--- config.mk ---
export PLATFORM = sky130hd
export DESIGN_NAME = ir_remote_pulse_decoder
export DESIGN_NICKNAME = d
export VERILOG_FILES = /design/src/design/irdec_pkg.sv /design/src/design/irdec_fifo.sv /design/src/design/irdec_front.sv /design/src/design/irdec_back.sv /design/src/design/ir_remote_pulse_decoder.sv
export SDC_FILE = /design/constraint.sdc
export NUM_CORES = 2
export LEC_CHECK = 0
export BUFFER_PORTS_ARGS = -buffer_cell sky130_fd_sc_hd__clkbuf_2
export CAP_MARGIN = 20
export CORE_MARGIN = 10
export CORE_UTILIZATION = 55
export CTS_BUF_LIST = sky130_fd_sc_hd__clkbuf_8
export DETAILED_ROUTE_END_ITERATION = 10
export PLACE_DENSITY = 0.79
export SLEW_MARGIN = 30
export SYNTH_ARGS = -nofsm -noshare
export SYNTH_HDL_FRONTEND = slang
export SYNTH_SLANG_ARGS = --single-unit
--- constraint.sdc ---
create_clock -name clk -period 9.52 [get_ports clk]
set_clock_uncertainty 0.1 [all_clocks]
set_input_delay 1.904 -clock clk [delete_from_list [all_inputs] [get_ports clk]]
set_output_delay 1.904 -clock clk [all_outputs]
set_load 0.05 [all_outputs]
--- src/design/irdec_pkg.sv ---
// ----------------------------------------------------------------------------
// IR remote decoder package
// Shared types, register indexes, reset values and the button code table.
// ----------------------------------------------------------------------------
package irdec_pkg;

	typedef enum logic [1:0] {
		CMD_PULSE = 2'd0,
		CMD_END   = 2'd1,
		CMD_POLL  = 2'd2,
		CMD_NONE  = 2'd3
	} cmd_t;

	typedef enum logic [2:0] {
		ST_SHORT      = 3'd0,
		ST_KNOWN      = 3'd1,
		ST_UNKNOWN    = 3'd2,
		ST_BAD_HEADER = 3'd3,
		ST_POLL       = 3'd4
	} status_t;

	localparam int CFG_INDEX_BITS = 3;
	localparam int CFG_DATA_BITS  = 16;
	localparam int NUM_BUTTONS    = 7;
	localparam int TIME_BITS      = 32;

	localparam logic [CFG_INDEX_BITS-1:0] CFG_HEADER_FIRST    = 3'd0;
	localparam logic [CFG_INDEX_BITS-1:0] CFG_HEADER_SECOND   = 3'd1;
	localparam logic [CFG_INDEX_BITS-1:0] CFG_HOLD_TIMEOUT_MS = 3'd2;
	localparam logic [CFG_INDEX_BITS-1:0] CFG_ZERO_RATIO_LOW  = 3'd3;
	localparam logic [CFG_INDEX_BITS-1:0] CFG_ZERO_RATIO_HIGH = 3'd4;
	localparam logic [CFG_INDEX_BITS-1:0] CFG_ONE_RATIO_LOW   = 3'd5;
	localparam logic [CFG_INDEX_BITS-1:0] CFG_ONE_RATIO_HIGH  = 3'd6;

	localparam logic [7:0]  RST_HEADER_FIRST    = 8'hEE;
	localparam logic [7:0]  RST_HEADER_SECOND   = 8'h87;
	localparam logic [15:0] RST_HOLD_TIMEOUT_MS = 16'd300;
	localparam logic [7:0]  RST_ZERO_RATIO_LOW  = 8'd7;
	localparam logic [7:0]  RST_ZERO_RATIO_HIGH = 8'd13;
	localparam logic [7:0]  RST_ONE_RATIO_LOW   = 8'd21;
	localparam logic [7:0]  RST_ONE_RATIO_HIGH  = 8'd36;

	localparam logic [7:0] BTN_ENTER = 8'h5D;
	localparam logic [7:0] BTN_LEFT  = 8'h08;
	localparam logic [7:0] BTN_RIGHT = 8'h07;
	localparam logic [7:0] BTN_UP    = 8'h0B;
	localparam logic [7:0] BTN_DOWN  = 8'h0D;
	localparam logic [7:0] BTN_MENU  = 8'h02;
	localparam logic [7:0] BTN_PLAY  = 8'h5E;

	localparam logic [3:0] TENTHS_SCALE = 4'd10;

	typedef struct packed {
		logic [7:0]  header_first;
		logic [7:0]  header_second;
		logic [15:0] hold_timeout_ms;
		logic [7:0]  zero_ratio_low;
		logic [7:0]  zero_ratio_high;
		logic [7:0]  one_ratio_low;
		logic [7:0]  one_ratio_high;
	} cfg_t;

	typedef struct packed {
		cmd_t                 cmd;
		logic                 bit_ok;
		logic                 bit_val;
		logic [TIME_BITS-1:0] now_ms;
	} item_t;

	typedef struct packed {
		logic [NUM_BUTTONS-1:0] flags;
		logic                   held;
		status_t                status;
	} result_t;

	function automatic logic [NUM_BUTTONS-1:0] button_onehot(input logic [7:0] code);
		logic [NUM_BUTTONS-1:0] hot;
		hot = '0;
		case (code)
			BTN_ENTER: hot = 7'b0000001;
			BTN_LEFT:  hot = 7'b0000010;
			BTN_RIGHT: hot = 7'b0000100;
			BTN_UP:    hot = 7'b0001000;
			BTN_DOWN:  hot = 7'b0010000;
			BTN_MENU:  hot = 7'b0100000;
			BTN_PLAY:  hot = 7'b1000000;
			default:   hot = '0;
		endcase
		return hot;
	endfunction

endpackage

--- src/design/irdec_fifo.sv ---
// ----------------------------------------------------------------------------
// IR remote decoder queue
// Small first-in first-out buffer; DEPTH must be a power of two.
// ----------------------------------------------------------------------------
module irdec_fifo #(
	parameter int WIDTH = 8,
	parameter int DEPTH = 2
) (
	input  logic             clk,
	input  logic             arst_n,
	input  logic             push,
	input  logic [WIDTH-1:0] wdata,
	output logic             full,
	input  logic             pop,
	output logic [WIDTH-1:0] rdata,
	output logic             empty
);

	localparam int AW = (DEPTH > 1) ? $clog2(DEPTH) : 1;

	logic [WIDTH-1:0] mem_q [DEPTH];
	logic [AW:0]      wr_ptr_q;
	logic [AW:0]      rd_ptr_q;
	logic             do_push;
	logic             do_pop;

	assign empty   = (wr_ptr_q == rd_ptr_q);
	assign full    = (wr_ptr_q[AW] != rd_ptr_q[AW]) && (wr_ptr_q[AW-1:0] == rd_ptr_q[AW-1:0]);
	assign do_push = push && !full;
	assign do_pop  = pop && !empty;
	assign rdata   = mem_q[rd_ptr_q[AW-1:0]];

	always_ff @(posedge clk or negedge arst_n) begin
		if (!arst_n) begin
			wr_ptr_q <= '0;
			rd_ptr_q <= '0;
		end else begin
			if (do_push) begin
				wr_ptr_q <= wr_ptr_q + 1'b1;
			end
			if (do_pop) begin
				rd_ptr_q <= rd_ptr_q + 1'b1;
			end
		end
	end

	always_ff @(posedge clk) begin
		if (do_push) begin
			mem_q[wr_ptr_q[AW-1:0]] <= wdata;
		end
	end

endmodule

--- src/design/irdec_front.sv ---
// ----------------------------------------------------------------------------
// IR remote decoder front end
// Accepts items, classifies pulse ratios into bit 0, bit 1 or invalid.
// ----------------------------------------------------------------------------
module irdec_front #(
	parameter int DURATION_BITS = 15
) (
	input  logic                      clk,
	input  logic                      arst_n,
	input  logic                      push,
	output logic                      full,
	input  logic [1:0]                command,
	input  logic [DURATION_BITS-1:0]  mark_duration,
	input  logic [DURATION_BITS-1:0]  space_duration,
	input  logic [31:0]               now_ms,
	input  irdec_pkg::cfg_t           cfg,
	output logic                      q_push,
	output irdec_pkg::item_t          q_item,
	input  logic                      q_full
);

	localparam int PW = DURATION_BITS + 8;

	irdec_pkg::cmd_t  cmd_in;
	irdec_pkg::item_t item_d;
	irdec_pkg::item_t item_s1;
	logic             valid_s1;
	logic             advance;
	logic [PW-1:0]    space_x10;
	logic [PW-1:0]    zero_lo;
	logic [PW-1:0]    zero_hi;
	logic [PW-1:0]    one_lo;
	logic [PW-1:0]    one_hi;
	logic             mark_nz;
	logic             in_zero;
	logic             in_one;

	assign cmd_in    = irdec_pkg::cmd_t'(command);
	assign space_x10 = PW'(space_duration) * PW'(irdec_pkg::TENTHS_SCALE);
	assign zero_lo   = PW'(mark_duration) * PW'(cfg.zero_ratio_low);
	assign zero_hi   = PW'(mark_duration) * PW'(cfg.zero_ratio_high);
	assign one_lo    = PW'(mark_duration) * PW'(cfg.one_ratio_low);
	assign one_hi    = PW'(mark_duration) * PW'(cfg.one_ratio_high);
	assign mark_nz   = |mark_duration;
	assign in_zero   = mark_nz && (space_x10 >= zero_lo) && (space_x10 <= zero_hi);
	assign in_one    = mark_nz && (space_x10 >= one_lo) && (space_x10 <= one_hi);

	always_comb begin
		item_d.cmd     = cmd_in;
		item_d.bit_ok  = in_zero || in_one;
		item_d.bit_val = !in_zero;
		item_d.now_ms  = now_ms;
	end

	assign advance = !valid_s1 || !q_full;
	assign full    = !advance;
	assign q_push  = valid_s1;
	assign q_item  = item_s1;

	always_ff @(posedge clk or negedge arst_n) begin
		if (!arst_n) begin
			valid_s1 <= 1'b0;
		end else if (advance) begin
			valid_s1 <= push && (cmd_in != irdec_pkg::CMD_NONE);
		end
	end

	always_ff @(posedge clk) begin
		if (advance && push) begin
			item_s1 <= item_d;
		end
	end

endmodule

--- src/design/irdec_back.sv ---
// ----------------------------------------------------------------------------
// IR remote decoder back end
// Assembles frame bytes, latches button flags and applies the hold timeout.
// ----------------------------------------------------------------------------
module irdec_back (
	input  logic               clk,
	input  logic               arst_n,
	input  irdec_pkg::cfg_t    cfg,
	input  irdec_pkg::item_t   q_item,
	input  logic               q_empty,
	output logic               q_pop,
	output logic               out_push,
	output irdec_pkg::result_t out_item,
	input  logic               out_full
);

	logic [7:0]                        pulse_index_q;
	logic [7:0]                        pulse_index_d;
	logic [7:0]                        asm_q;
	logic [7:0]                        asm_d;
	logic [7:0]                        asm_base;
	logic [2:0]                        bytes_seen_q;
	logic [2:0]                        bytes_seen_d;
	logic [7:0]                        frame_q [3];
	logic [7:0]                        frame_d [3];
	logic [irdec_pkg::NUM_BUTTONS-1:0] flags_q;
	logic [irdec_pkg::NUM_BUTTONS-1:0] flags_d;
	logic                              recv_q;
	logic                              recv_d;
	logic [31:0]                       last_q;
	logic [31:0]                       last_d;
	logic [31:0]                       elapsed;
	logic [2:0]                        pos;
	logic [irdec_pkg::NUM_BUTTONS-1:0] button;
	irdec_pkg::status_t                status;
	logic                              needs_result;
	logic                              fire;

	assign needs_result = (q_item.cmd != irdec_pkg::CMD_PULSE);
	assign fire         = !q_empty && (!needs_result || !out_full);
	assign q_pop        = fire;
	assign out_push     = fire && needs_result;
	assign pos          = pulse_index_q[2:0] - 3'd1;
	assign button       = irdec_pkg::button_onehot(frame_q[2]);
	assign asm_base     = (pos == 3'd0) ? 8'd0 : asm_q;
	assign elapsed      = q_item.now_ms - last_d;

	always_comb begin
		pulse_index_d = pulse_index_q;
		asm_d         = asm_q;
		bytes_seen_d  = bytes_seen_q;
		frame_d       = frame_q;
		flags_d       = flags_q;
		recv_d        = recv_q;
		last_d        = last_q;
		status        = irdec_pkg::ST_POLL;
		case (q_item.cmd)
			irdec_pkg::CMD_PULSE: begin
				if (pulse_index_q != 8'hFF) begin
					if (pulse_index_q != 8'd0) begin
						asm_d = asm_base;
						if (q_item.bit_ok) begin
							asm_d = asm_base | (8'(q_item.bit_val) << pos);
							if (pos == 3'd7) begin
								if (bytes_seen_q < 3'd3) begin
									frame_d[bytes_seen_q[1:0]] = asm_d;
								end
								if (bytes_seen_q != 3'd7) begin
									bytes_seen_d = bytes_seen_q + 3'd1;
								end
							end
						end
					end
					pulse_index_d = pulse_index_q + 8'd1;
				end
			end
			irdec_pkg::CMD_END: begin
				if (bytes_seen_q < 3'd4) begin
					status = irdec_pkg::ST_SHORT;
				end else if (frame_q[0] == cfg.header_first &&
						frame_q[1] == cfg.header_second) begin
					recv_d = 1'b1;
					last_d = q_item.now_ms;
					if (|button) begin
						flags_d = flags_q | button;
						status  = irdec_pkg::ST_KNOWN;
					end else begin
						status = irdec_pkg::ST_UNKNOWN;
					end
				end else begin
					status = irdec_pkg::ST_BAD_HEADER;
				end
				pulse_index_d = '0;
				asm_d         = '0;
				bytes_seen_d  = '0;
				frame_d       = '{default: '0};
			end
			irdec_pkg::CMD_POLL: begin
				recv_d = 1'b0;
				status = irdec_pkg::ST_POLL;
			end
			default: begin
			end
		endcase
		if (needs_result && recv_d && (elapsed > {16'd0, cfg.hold_timeout_ms})) begin
			recv_d  = 1'b0;
			flags_d = '0;
		end
	end

	always_comb begin
		out_item.flags  = flags_d;
		out_item.held   = recv_d;
		out_item.status = status;
	end

	always_ff @(posedge clk or negedge arst_n) begin
		if (!arst_n) begin
			pulse_index_q <= '0;
			asm_q         <= '0;
			bytes_seen_q  <= '0;
			frame_q       <= '{default: '0};
			flags_q       <= '0;
			recv_q        <= 1'b0;
			last_q        <= '0;
		end else if (fire) begin
			pulse_index_q <= pulse_index_d;
			asm_q         <= asm_d;
			bytes_seen_q  <= bytes_seen_d;
			frame_q       <= frame_d;
			flags_q       <= flags_d;
			recv_q        <= recv_d;
			last_q        <= last_d;
		end
	end

endmodule

--- src/design/ir_remote_pulse_decoder.sv ---
// An item is registered in the front stage, then in the middle queue; the back end
// writes its result into the output queue. Throughput: one item per cycle while no queue
// is full. The back end stalls on end and poll items when the output queue is full.
// Reset: arst_n clears all queues, frame state, flags and receive stamp at once,
// and restores every configuration register to its default.
// ----------------------------------------------------------------------------
// IR remote pulse decoder
// Decodes pulse pairs into frame bytes and button flags behind two queues.
// ----------------------------------------------------------------------------
module ir_remote_pulse_decoder #(
	parameter int DURATION_BITS = 15
) (
	input  logic                     clk,
	input  logic                     arst_n,
	input  logic                     push,
	output logic                     full,
	input  logic [1:0]               command,
	input  logic [DURATION_BITS-1:0] mark_duration,
	input  logic [DURATION_BITS-1:0] space_duration,
	input  logic [31:0]              now_ms,
	output logic                     empty,
	input  logic                     pop,
	output logic                     enter_pressed,
	output logic                     left_pressed,
	output logic                     right_pressed,
	output logic                     up_pressed,
	output logic                     down_pressed,
	output logic                     menu_pressed,
	output logic                     play_pressed,
	output logic                     frame_held,
	output logic [2:0]               frame_status,
	input  logic                     cfg_valid,
	output logic                     cfg_ready,
	input  logic [2:0]               cfg_index,
	input  logic [15:0]              cfg_data
);

	irdec_pkg::cfg_t    cfg_q;
	logic               mid_push;
	irdec_pkg::item_t   mid_wdata;
	logic               mid_full;
	logic               mid_pop;
	irdec_pkg::item_t   mid_rdata;
	logic               mid_empty;
	logic               res_push;
	irdec_pkg::result_t res_wdata;
	logic               res_full;
	irdec_pkg::result_t res_rdata;

	assign cfg_ready = 1'b1;

	always_ff @(posedge clk or negedge arst_n) begin
		if (!arst_n) begin
			cfg_q.header_first    <= irdec_pkg::RST_HEADER_FIRST;
			cfg_q.header_second   <= irdec_pkg::RST_HEADER_SECOND;
			cfg_q.hold_timeout_ms <= irdec_pkg::RST_HOLD_TIMEOUT_MS;
			cfg_q.zero_ratio_low  <= irdec_pkg::RST_ZERO_RATIO_LOW;
			cfg_q.zero_ratio_high <= irdec_pkg::RST_ZERO_RATIO_HIGH;
			cfg_q.one_ratio_low   <= irdec_pkg::RST_ONE_RATIO_LOW;
			cfg_q.one_ratio_high  <= irdec_pkg::RST_ONE_RATIO_HIGH;
		end else if (cfg_valid && cfg_ready) begin
			case (cfg_index)
				irdec_pkg::CFG_HEADER_FIRST:    cfg_q.header_first    <= cfg_data[7:0];
				irdec_pkg::CFG_HEADER_SECOND:   cfg_q.header_second   <= cfg_data[7:0];
				irdec_pkg::CFG_HOLD_TIMEOUT_MS: cfg_q.hold_timeout_ms <= cfg_data;
				irdec_pkg::CFG_ZERO_RATIO_LOW:  cfg_q.zero_ratio_low  <= cfg_data[7:0];
				irdec_pkg::CFG_ZERO_RATIO_HIGH: cfg_q.zero_ratio_high <= cfg_data[7:0];
				irdec_pkg::CFG_ONE_RATIO_LOW:   cfg_q.one_ratio_low   <= cfg_data[7:0];
				irdec_pkg::CFG_ONE_RATIO_HIGH:  cfg_q.one_ratio_high  <= cfg_data[7:0];
				default: begin
				end
			endcase
		end
	end

	irdec_front #(
		.DURATION_BITS(DURATION_BITS)
	) u_front (
		.clk            (clk),
		.arst_n         (arst_n),
		.push           (push),
		.full           (full),
		.command        (command),
		.mark_duration  (mark_duration),
		.space_duration (space_duration),
		.now_ms         (now_ms),
		.cfg            (cfg_q),
		.q_push         (mid_push),
		.q_item         (mid_wdata),
		.q_full         (mid_full)
	);

	irdec_fifo #(
		.WIDTH($bits(irdec_pkg::item_t)),
		.DEPTH(2)
	) u_mid_fifo (
		.clk    (clk),
		.arst_n (arst_n),
		.push   (mid_push),
		.wdata  (mid_wdata),
		.full   (mid_full),
		.pop    (mid_pop),
		.rdata  (mid_rdata),
		.empty  (mid_empty)
	);

	irdec_back u_back (
		.clk      (clk),
		.arst_n   (arst_n),
		.cfg      (cfg_q),
		.q_item   (mid_rdata),
		.q_empty  (mid_empty),
		.q_pop    (mid_pop),
		.out_push (res_push),
		.out_item (res_wdata),
		.out_full (res_full)
	);

	irdec_fifo #(
		.WIDTH($bits(irdec_pkg::result_t)),
		.DEPTH(2)
	) u_res_fifo (
		.clk    (clk),
		.arst_n (arst_n),
		.push   (res_push),
		.wdata  (res_wdata),
		.full   (res_full),
		.pop    (pop),
		.rdata  (res_rdata),
		.empty  (empty)
	);

	assign enter_pressed = res_rdata.flags[0];
	assign left_pressed  = res_rdata.flags[1];
	assign right_pressed = res_rdata.flags[2];
	assign up_pressed    = res_rdata.flags[3];
	assign down_pressed  = res_rdata.flags[4];
	assign menu_pressed  = res_rdata.flags[5];
	assign play_pressed  = res_rdata.flags[6];
	assign frame_held    = res_rdata.held;
	assign frame_status  = res_rdata.status;

endmodule

# Word-level counts from Yosys, hierarchy flattened
# Memories as Yosys holds them, arrays and structs flattened.
# Cells that the tools add are included.
dict set report classes {
  n_mul 5
  shift 1
  n_eq_ne 33
  add_sub_neg 8
  n_bitwise 3
  div_mod_pow 0
  reduce_logical 48
  muxes 43
  order_cmp 9
}
# operator count
set ops {}
lappend ops {{24-bit 2-to-1 mux} 5}
lappend ops {{32-bit 2-to-1 mux} 3}
lappend ops {{15-bit by 8-bit multiplier with 23-bit output} 4}
lappend ops {{7-bit case mux with 7 select lines} 1}
lappend ops {{8-bit 2-to-1 mux} 6}
lappend ops {{24-bit case mux with 2 select lines} 1}
lappend ops {{19-bit by 23-bit >= comparator with 1-bit output} 2}
lappend ops {{19-bit by 23-bit <= comparator with 1-bit output} 2}
lappend ops {{7-bit 2-to-1 mux} 5}
lappend ops {{32-bit by 16-bit greater-than comparator with 1-bit output} 1}
lappend ops {{8-bit case mux with 2 select lines} 2}
lappend ops {{32-bit subtractor} 1}
lappend ops {{24-bit bitwise mux} 1}
lappend ops {{8-bit by 4-bit == test with 1-bit output (second input constant)} 3}
lappend ops {{3-bit 2-to-1 mux} 7}
lappend ops {{1-bit logical AND} 18}
lappend ops {{15-bit by 3-bit multiplier with 18-bit output (second input constant)} 1}
lappend ops {{8-bit demux with 2-bit select} 1}
lappend ops {{8-bit by 7-bit == test with 1-bit output (second input constant)} 2}
lappend ops {{8-bit == test} 2}
lappend ops {{15-bit OR reduction} 1}
lappend ops {{2-bit AND reduction} 7}
lappend ops {{7-bit AND reduction} 2}
lappend ops {{3-bit == test (second input constant)} 4}
lappend ops {{38 further kinds} 68}
dict set report word_totals {
  latchBits 0
  wordCells 177
  input_bits 88
  output_inout_bits 14
  rom_bits 0
  mem_count 2
  ram_bits 94
  ff_bits 192
}
# memory words word_bits rd rd_ports_with_merged_regs wr line
set memory_table {}
lappend memory_table {u_mid_fifo.mem_q 2 36 1 0 1 irdec_fifo.sv:21} ;# logic [WIDTH-1:0] mem_q [DEPTH];
lappend memory_table {u_res_fifo.mem_q 2 11 1 0 1 irdec_fifo.sv:21}

# Depth between registers and ports, before layout
dict set report logic_depth {
  word_depth 12
  depth_mapped 32
  mapped_depth_nobuf 29
}

# Cells and area by module
# From an unflattened synthesis, not the netlist that was laid out.
dict set report unflattened {
  hier_cells 3221
  area_unflattened_um2 31879.3
}
# mod instances area_per_inst_um2 cells_per_inst seq_area_each_um2
set modules_own_cells {}
lappend modules_own_cells {irdec_front 1 18490.2 2081 1106.1}
lappend modules_own_cells {irdec_back 1 6941.7 793 2077.0}
lappend modules_own_cells {{irdec_fifo at u_mid_fifo} 1 2875.3 140 2262.2}
lappend modules_own_cells {ir_remote_pulse_decoder 1 2546.2 145 1632.8}
lappend modules_own_cells {{irdec_fifo at u_res_fifo} 1 1026.0 62 760.7}

# Worst setup path before layout
# OpenSTA, ideal clock, no wires.
dict set report synth_timing {
  kind {input -> register}
  from {in mark_duration[0]}
  to {reg u_front.item_s1 (netlist bit u_front.q_item[33]) (data pin)}
  required_ns 9.232
  arrival_ns 7.745
  setup_ns 0.188
  stages 27
  path_buffers 2
  path_slack_ns 1.487
  path_cell_list {clkbuf_1 > clkbuf_1 > nand2_1 > fa_1 > fa_1 > fa_1 > fa_1 > inv_1 > ha_1 > or3_1 > o21ai_0 > a21oi_1 > a41o_1 > o41a_1 > and2_1 > o21ai_0 > nand2b_1 > xnor2_1 > ha_1 > a21o_1 > a21oi_1 > nand3_1 > nor3_1 > o221ai_1 > o2111ai_1 > nor4_1 > o41ai_1}
}
# item line
set synth_lines {}
lappend synth_lines {{from (decl)} ir_remote_pulse_decoder.sv:18} ;# input logic [DURATION_BITS-1:0] mark_duration,
lappend synth_lines {{to (signal assigned)} irdec_front.sv:70} ;# item_s1 <= item_d;
lappend synth_lines {{to (decl)} irdec_front.sv:26} ;# irdec_pkg::item_t item_s1;

==> results.ini <==
[global_routing]
antenna_found_initial = 0
grt_start_max_net_pins = 69
grt_remaining_overflow = 0
grtUsageTotal = 0.219
grt_pass1_wl_um = 122000
first_global_vias = 24300

[clock_tree]
cts-buffers-inserted = 43
cts_hold_buf = 0
postCtsSetupRepairBufs = 0
clk_path_buf_depth = 3
clock_latency_ns = 0.58
cts-root-buf = clkbuf_8
post_cts_resized = 0
clk_pin_slew_ns = 0.07
cts_tree = yes
htree_levels = 2
cts.sinks = 286

[logic_synthesis]
ys.flop_type = dfrtp_1
syn_area_mm2 = 0.0316
ys_types = 98
yosysSeqAreaShare = 0.248
avgSynthCellArea_um2 = 9.79
syn_nets = 3957
ys_ff_latch = 286
synth_edf_count = 130
yosysWarnings = 0
synthArstFlopShare = 0.545
syn_inst = 3226

[timing]
slew_headroom = 0.293
setup_violations = 0
fin_crit_ns = 8.17
tightest_slew_ns = 1.05
post-route-period-util = 0.858
setup_tns_ns = 0
rsz0062_at_grt = no
fin_ws_ns = 1.35
drv_slew = 0
maxClockFrequency_ghz = 0.122
hold_viol_final = 0

[layout]
n_antenna_cell = 0
final_nets = 4004
drive_above_1_share = 0.111
area_delta_synth_final_pct = 6.68

[detailed_routing]
num_vias = 23500
dr.pass1.iters = 5
wl_um = 72900
vias_per_cell = 5.78
first_iter_violations = 1592
route.met3.wl_um = 4310
met1_length_um = 31200
drcViolationCount = 0
highest_layer = met4
wl_per_cell_um = 18.0
dr_wl_met2_um = 35600
antenna_left = 0

[hold_path]
min_path_type = flip-flop to flip-flop

[floorplan]
core_mm2 = 0.0566
die_h_um = 260
initial_utilization = 0.558
die_x_um = 260
num_rows = 87
io_pins = 102
die_area_mm2 = 0.0674

[worst_setup_path]
required_ns = 9.73
end_kind = flip-flop
critPathMaxFanout = 21
critPathLaunchType = input port
path_class = input port to flip-flop
worstPathArrival_ns = 8.38

[place]
pre_cts_ws_ns = 0.823
port_buffers = 100
gp_congestion = 0.913
dp_hpwl_um = 56100

[run_status]
status = completed

[run]
maxCapViolations = 0

## per-layer routing
metal	global-route usage	vias up
li1	-	11000
met1	0.289	11700
met2	0.369	655
met3	0.0323	140
met4	0.0604	0
met5	0	-
## cells in the final DEF, fill, tap and decap left out, types with 41 or more instances in the layout
master    count
nor2_1      125
mux2_2      122
nand2_1     274
a21oi_1     141
clkbuf_2     99
dfrtp_1     130
xnor2_1      67
xor2_1       46
edfxtp_1    130
and2_1      346
fa_1        314
o21ai_0     103
clkbuf_8     51
ha_1        329
a21o_1       44
mux2i_1      41
inv_1       421
## final cells by class
class / count / area [um2]
Clock buffer: 51 / 702
Clock inverter: 28 / 139
Fill cell: 4737 / 22900
Inverter: 401 / 1510
Multi-Input combinational cell: 2418 / 21900
Sequential cell: 286 / 7840
Tap cell: 756 / 946
Timing Repair Buffer: 123 / 703
## worst max-delay path: stages
cell	delay (ns)
clkbuf_2	0.27
buf_4	0.33
and2_1	0.19
fa_1	0.44
fa_1	0.52
fa_1	0.54
inv_1	0.05
fa_1	0.54
inv_1	0.04
ha_1	0.24
or3_1	0.37
o21ai_0	0.08
a21oi_1	0.08
a41o_1	0.27
o41a_1	0.40
and2_1	0.19
o21ai_0	0.13
nand2b_1	0.08
xnor2_1	0.13
ha_1	0.31
o2111ai_1	0.12
a21oi_1	0.16
and3_1	0.16
o2111ai_1	0.10
nor4_1	0.53
o41ai_1	0.16
## logic make-up (layout without fill, tap and decap cells)
family          after synthesis  in the layout  share of synthesized area
xor+xnor                    118            118                     0.0327
mux                         163            163                     0.0565
simple gates                962            962                      0.159
fa+ha+maj                   643            643                      0.329
flops                       286            286                      0.248
buf+inv                     522            603                     0.0629
other cells                   1              1                   0.000119
compound gates              531            531                      0.111
## synthesized netlist by cell type (all sizes together), types with 22 or more instances
library cell,n,area [um2]
o21a,22,165
a21o,44,330
xor2,46,403
mux2i,41,410
nand4,32,215
nor2,126,475
fa,314,6290
o2bb2ai,25,219
a21oi,145,741
a211oi,30,243
and2,346,2160
mux2,122,1370
nor3,40,205
nand2b,26,163
nand3,34,170
inv,401,1510
dfrtp,131,3280
xnor2,72,631
dfstp,25,657
ha,329,4120
o21ai,118,594
clkbuf,104,392
edfxtp,130,3900
nand2,274,1030
## worst paths after layout
path	from	endpoint	slack [ns]	depth (start not counted)
worst min-delay path	u_front.q_item[10]	u_mid_fifo.mem_q[1][10]	0.35	0
min in group asynchronous	arst_n	u_res_fifo.rd_ptr_q[0]	1.15	1
worst min register to register	u_front.q_item[10]	u_mid_fifo.mem_q[1][10]	0.35	0
worst max-delay path	mark_duration[3]	u_front.q_item[33]	1.35	26
max in group asynchronous	arst_n	cfg_q[37]	6.64	3
worst max register to register	cfg_q[58]	u_res_fifo.mem_q[1][10]	2.36	26
## sequential cells by signal, indices dropped and copies added, names as in the netlist
| register | flops |
|---|---|
| u_mid_fifo.mem_q | 72 |
| u_mid_fifo.wr_ptr_q | 2 |
| u_back.last_q | 32 |
| u_back.pulse_index_q | 8 |
| u_front.q_push | 1 |
| u_res_fifo.rd_ptr_q | 2 |
| u_back.flags_q | 7 |
| cfg_q | 64 |
| u_back.recv_q | 1 |
| u_mid_fifo.rd_ptr_q | 2 |
| u_res_fifo.wr_ptr_q | 2 |
| u_back.bytes_seen_q | 3 |
| u_front.q_item | 36 |
| u_back.frame_q | 24 |
| u_back.asm_q | 8 |
| u_res_fifo.mem_q | 22 |
## per-stage QoR
step | utilization | instance area, um2 | hold slack [ns] | instances
6_report | 0.595 | 33700 | 0.345 | 4063
5_1_grt | 0.595 | 33700 | 0.351 | 4063
4_1_cts | 0.594 | 33600 | 0.347 | 4063
3_5_place_dp | 0.580 | 32800 | 0.331 | 3984
3_3_place_gp | 0.579 | 32800 | 0.322 | 3983
2_1_floorplan | - | 31600 | 0.321 | 3226
Power is left out: the tool's default activity adds up to more than one toggle a clock period on the data nets, which glitch-free logic cannot reach.
